[config.mk]
export PLATFORM = sky130hd
export DESIGN_NAME = krl_ram
export DESIGN_NICKNAME = d
export VERILOG_FILES = /design/src/rtl/core/krl_ram.sv
export SDC_FILE = /design/constraint.sdc
export NUM_CORES = 1
export LEC_CHECK = 0
export ABC_AREA = 1
export BUFFER_PORTS_ARGS = -buffer_cell sky130_fd_sc_hd__buf_2
export CAP_MARGIN = 20
export CORE_MARGIN = 2
export CORE_UTILIZATION = 30
export CTS_BUF_LIST = sky130_fd_sc_hd__clkbuf_4 sky130_fd_sc_hd__clkbuf_8 sky130_fd_sc_hd__clkbuf_16
export DETAILED_ROUTE_END_ITERATION = 7
export PLACE_DENSITY = 0.56
export SYNTH_ARGS = -nofsm -noshare
export SYNTH_HDL_FRONTEND = slang
export SYNTH_SLANG_ARGS = --single-unit
[constraint.sdc]
create_clock -name clk_i -period 4.3 [get_ports clk_i]
set_clock_uncertainty 0.05 [all_clocks]
set_input_delay 0.43 -clock clk_i [delete_from_list [all_inputs] [get_ports clk_i]]
set_output_delay 0.43 -clock clk_i [all_outputs]
set_load 0.02 [all_outputs]
[src/rtl/core/krl_ram.sv]
// ----------------------------------------------------------------------------
// krl_ram
// generic single port ram with registered read
// ----------------------------------------------------------------------------
module krl_ram #(
  parameter int unsigned Width = 8,
  parameter int unsigned Depth = 16
) (
  input  logic                     clk_i,
  input  logic                     we_i,
  input  logic [$clog2(Depth)-1:0] addr_i,
  input  logic [Width-1:0]         wdata_i,
  output logic [Width-1:0]         rdata_o
);

  logic [Width-1:0] mem [Depth];

  always_ff @(posedge clk_i) begin
    if (we_i) begin
      mem[addr_i] <= wdata_i;
    end
    rdata_o <= mem[addr_i];
  end

endmodule

# Word-level counts from Yosys, hierarchy flattened
# Memory sizes are Yosys's and may differ from the RTL's. A register that Yosys moved wholly into a read port is not among the register bits.
# Index checks and enable logic that the tools add are counted.
totals:
  out_inout_bits: 8
  rom_bits: 0
  n_memories: 1
  ram_bits: 128
  word_cells: 3
  register_bits: 0
  in_bits: 14
  latch_bits: 0
classes:
  add_sub_neg: 0
  n_reduce_logical: 0
  n_div: 0
  n_eq_ne: 0
  muxes: 2
  bitwise_logic: 0
  n_shift: 0
  multipliers: 0
  n_lt_le_gt_ge: 0
mem_list:
  columns: ["memory", "words", "width", "read_ports", "rd_ports_with_merged_regs", "write_ports", "line_no", "rtl"]
  rows:
  - ["mem", 16, 8, 1, 1, 1, "16", "logic [Width-1:0] mem [Depth];"]
ops:
  columns: ["operator", "count"]
  rows:
  - ["$mux W1", 2]

# Logic depth before layout (Yosys ltp)
depth:
  word_depth: 2
  depth_mapped: 11
  depth_no_buf: 9

# Worst setup path after synthesis
# OpenSTA, ideal clock, no wires.
synth_path:
  kind: "in2reg"
  start: "in addr_i[1]"
  end: "mem mem[3][0] (enable)"
  arrival_time_ns: 1.437
  path_buffers: 2
  setup_ns: 0.370
  required_ns: 3.880
  stages: 4
  slack_ns: 2.443
  path_cell_list: "buf_2 -> clkbuf_1 -> nand3_1 -> nor2_1"
synth_rtl:
  columns: ["item", "line_no", "rtl"]
  rows:
  - ["start: declaration", "11", "input logic [$clog2(Depth)-1:0] addr_i,"]
  - ["end: declaration", "16", null]
# Straight into the memory's write port.

# Worst setup path in the final report
layout_path:
  start: "in addr_i[1]"
  end: "mem mem[6][2] (enable)"
# Straight into the memory's write port.

==> qor_table.md <==
| Result | This run |
|:---|:---|
| Final Hold Vio Count | 0 |
| Standard cell core area | 0.0181 mm² |
| DRC errors left | 0 |
| Fraction of registers with async set/reset | 0% |
| Ranking of synthesized cells by instance count | 346 x sky130_fd_sc_hd__nand2_1, 128 x sky130_fd_sc_hd__edfxtp_1, 21 x sky130_fd_sc_hd__inv_1 |
| Achievable Freq | 500 MHz |
| Register cell area after layout | 0.00400 mm² |
| Number of gates given a new drive strength after cts | 0 |
| Capturing element type of the critical path | register |
| Combinational share of power | 5.5% |
| Fraction of final layout cells sized beyond drive strength 1 | 9.26% |
| Initial Utilization | 30.8% |
| Leakage component of the power | 0.00276 µW |
| Total of endpoints with negative setup slack in the final report | 0 |
| Share of the core filled with cells | 36.1% |
| Warnings, synthesis | 0 |
| Number of port buffers | 21 |
| Data required, critical path | 4.30 ns |
| Logic depth of the worst setup path including buffers | 3 |
| Area used by multi-input combinational logic | 0.00139 mm² |
| P_sw | 674 µW |
| Post-CTS Setup Bufs | 0 |
| Wire length of the first global-routing pass | 19300 µm |
| Main flop type after synthesis | sky130_fd_sc_hd__edfxtp_1 |
| Count of filler cells inserted in the layout | 1819 |
| Mean post-synth cell area | 10.2 µm² |
| Boundary Pins | 22 |
| Mapped cell area | 0.00559 mm² |
| Total iterations of the first detailed-routing run | 5 |
| Clock power share | 49.0% |
| Top cell family by delay on the critical path | simple AND/OR/NAND/NOR gates |
| Largest net degree at the start of global routing | 54 |
| Shortest clock period the worst path allows after layout | 2.00 ns |
| Type of the worst min-delay path | in2reg |
| Number of buffer and inverter stages on the critical path | 1 |
| Post-synthesis compound-gate area fraction | 0% |
| Average detailed-routed wire length per instance | 15.5 µm |
| Worst Hold Path Cells | 1 |
| Number of design-rule violations left by the first detailed-router iteration | 336 |
| Maximum buffer depth of the clock tree | 2 |
| Final cycle utilization of the critical path | 46.5% |
| Total via count after detailed routing | 3586 |
| Proportion of power drawn by flip-flops and latches | 45.5% |
| CTS sink count | 136 |
| Cell types with the largest area share after synthesis | sky130_fd_sc_hd__edfxtp_1 69%, sky130_fd_sc_hd__nand2_1 23%, sky130_fd_sc_hd__dfxtp_1 2.9% |
| Proportion of synthesized area in mux cells | 0% |
| Tightest Pin Transition | 0.763 ns |
| Global placement routability congestion | 0.846 |
| Post-CTS clock slew at the launch and capture registers of the worst setup and hold paths | 0.06 ns |
| Cell type with the largest total area after synthesis | sky130_fd_sc_hd__edfxtp_1 |
| Most frequent cell after synthesis | sky130_fd_sc_hd__nand2_1 |
| Antenna cells | 0 |
| Post-Synthesis Net Count | 562 |
| Root buffer selected by CTS | sky130_fd_sc_hd__clkbuf_16 |
| Critical-path top delay cell | sky130_fd_sc_hd__nor2_1 |
| Total grt overflow | 0 |
| Post-synth EDFFs | 128 |
| Outcome | finished clean |
| Area share of the leading cell type in the synthesized netlist | 68.7% |
| Nature of the critical path startpoint | input port |
| Largest family of logic cells by synthesized area | simple AND/OR/NAND/NOR gates |
| Unique cell type count in the Yosys netlist | 11 |
| Vias in the first global route | 3452 |
| Crit path DAT | 2.00 ns |
| Max-slew violation count | 0 |
| Die W | 141 µm |
| Area grow syn2layout | 17.1% |
| Number of standard cells after synthesis | 548 |
| Post-layout net count | 584 |
| Fraction of the mapped netlist area in simple logic gates | 24.8% |
| Max Cap Viol | 0 |
| TritonCTS clock tree | done |
| Number of cells on the worst reg-to-reg path | 8 |
| Switching power as a share of total power | 20.6% |
| Number of H-tree branching levels | 4 |
| Fin Setup TNS | 0 ns |
| Sequential share of the synthesized area | 71.6% |
| Crit path cell chain | buf_2 -> nand3_1 -> nor2_1 |
| Site Rows | 49 |
| Antenna-violating nets left | 0 |
| Vias per cell | 4.42 |
| Xor-xnor portion of the synthesized cell area | 0% |
| Number of antenna violations at the first check in global routing | 0 |
| Routed Wire Length | 12600 µm |
| Cts bufs inserted | 17 |
| Number of buffers inserted by hold repair at cts | 0 |
| Fraction of the mapped netlist area in adder cells | 0% |
| HPWL after detailed placement | 7920 µm |
| Internal power contribution | 2610 µW |
| Die ar. | 0.0198 mm² |
| Synthesized flop and latch total | 136 |
| VDD IR-drop max | 0.000317 V |
| Overall fraction of global-route tracks in use | 13.3% |
| Highest net fanout along the worst path | 35 |
| Setup repair after global routing missed its margin | false |
| Relative slew margins | 49.0% |
| Maximum single-stage delay on the critical path | 0.68 ns |
| Die Y-Extent | 141 µm |
| Clock latency at the later pin of the worst-skew pair | 0.42 ns |
| P per Cell Area | 501 mW/mm² |
| Path type of the worst setup path | in2reg |
## cells in the final DEF, fill, tap and decap left out, drive strengths merged, types with 4 or more instances in the layout
cell type,synthesis,final
clkinv,1,9
buf,18,24
nor2,18,18
dfxtp,8,8
inv,22,22
nand3,4,4
edfxtp,128,128
clkbuf,3,17
bufinv,0,6
nand2,346,346
## stage by stage
step / instances / cell area [µm²] / total power, µW / hold slack, ns / setup slack, ns
global route: 812 / 6550 / 3380 / 0.404 / 2.20
global placement: 780 / 5890 / 1700 / 0.643 / 1.99
CTS: 812 / 6550 / 3310 / 0.391 / 2.34
floorplan: 548 / 5590 / 1630 / 0.479 / 2.44
detailed placement: 780 / 5890 / 1700 / 0.649 / 1.90
finish: 812 / 6550 / 3280 / 0.396 / 2.30
## power groups by stage
stage	Combinational [µW]	Sequential (µW)	Clock, µW
after floorplan	102	1530	0
after global placement	182	1520	0
after detailed placement	183	1520	0
after CTS	184	1490	1630
after global routing	204	1500	1680
final	181	1490	1610
## routing by layer
layer	share of wire, %	global-route usage (%)	wire length [µm]	up-vias
met4	1.7	5.11	208	0
met5	0	0	0	-
met2	48	21.0	5970	101
met3	5.2	4.14	654	14
li1	-	-	-	1796
met1	46	17.3	5720	1675
## final timing paths
path / startpoint / to / slack, ns
hold reg to reg: mem[2][4] / rdata_o[4] / 0.66
setup / recovery: addr_i[1] / mem[6][2] / 2.30
setup reg to reg: mem[15][5] / rdata_o[5] / 3.20
hold / removal: wdata_i[2] / mem[7][2] / 0.40
## flip-flops by register name (all words and copies together) (netlist names)
| register | count |
|---|---|
| mem | 128 |
| rdata_o | 8 |
## kinds of logic (layout without fill, tap and decap cells)
| kind of cell | after synthesis | count (layout) |
|---|---|---|
| and+or+nand+nor | 368 | 368 |
| DFF | 136 | 136 |
| buffers and inverters | 44 | 79 |
## final cells by class
type,instances,area share (%)
sequential,136,61.2
multi-input combinational,368,21.2
clock buffer,17,6.50
tap,229,4.38
clock inverter,15,3.54
timing repair buffer,24,1.95
inverter,23,1.32
## worst register-to-register path, stage by stage (launching register included)
cell	delay, ns
sky130_fd_sc_hd__edfxtp_1	0.37
sky130_fd_sc_hd__nand2_1	0.08
sky130_fd_sc_hd__nand2_1	0.07
sky130_fd_sc_hd__nand2_1	0.06
sky130_fd_sc_hd__nand2_1	0.09
sky130_fd_sc_hd__nand2_1	0.09
sky130_fd_sc_hd__nand2_1	0.06
sky130_fd_sc_hd__inv_1	0.05
sky130_fd_sc_hd__nand2_1	0.06
Power figures use the tool's default switching activity.
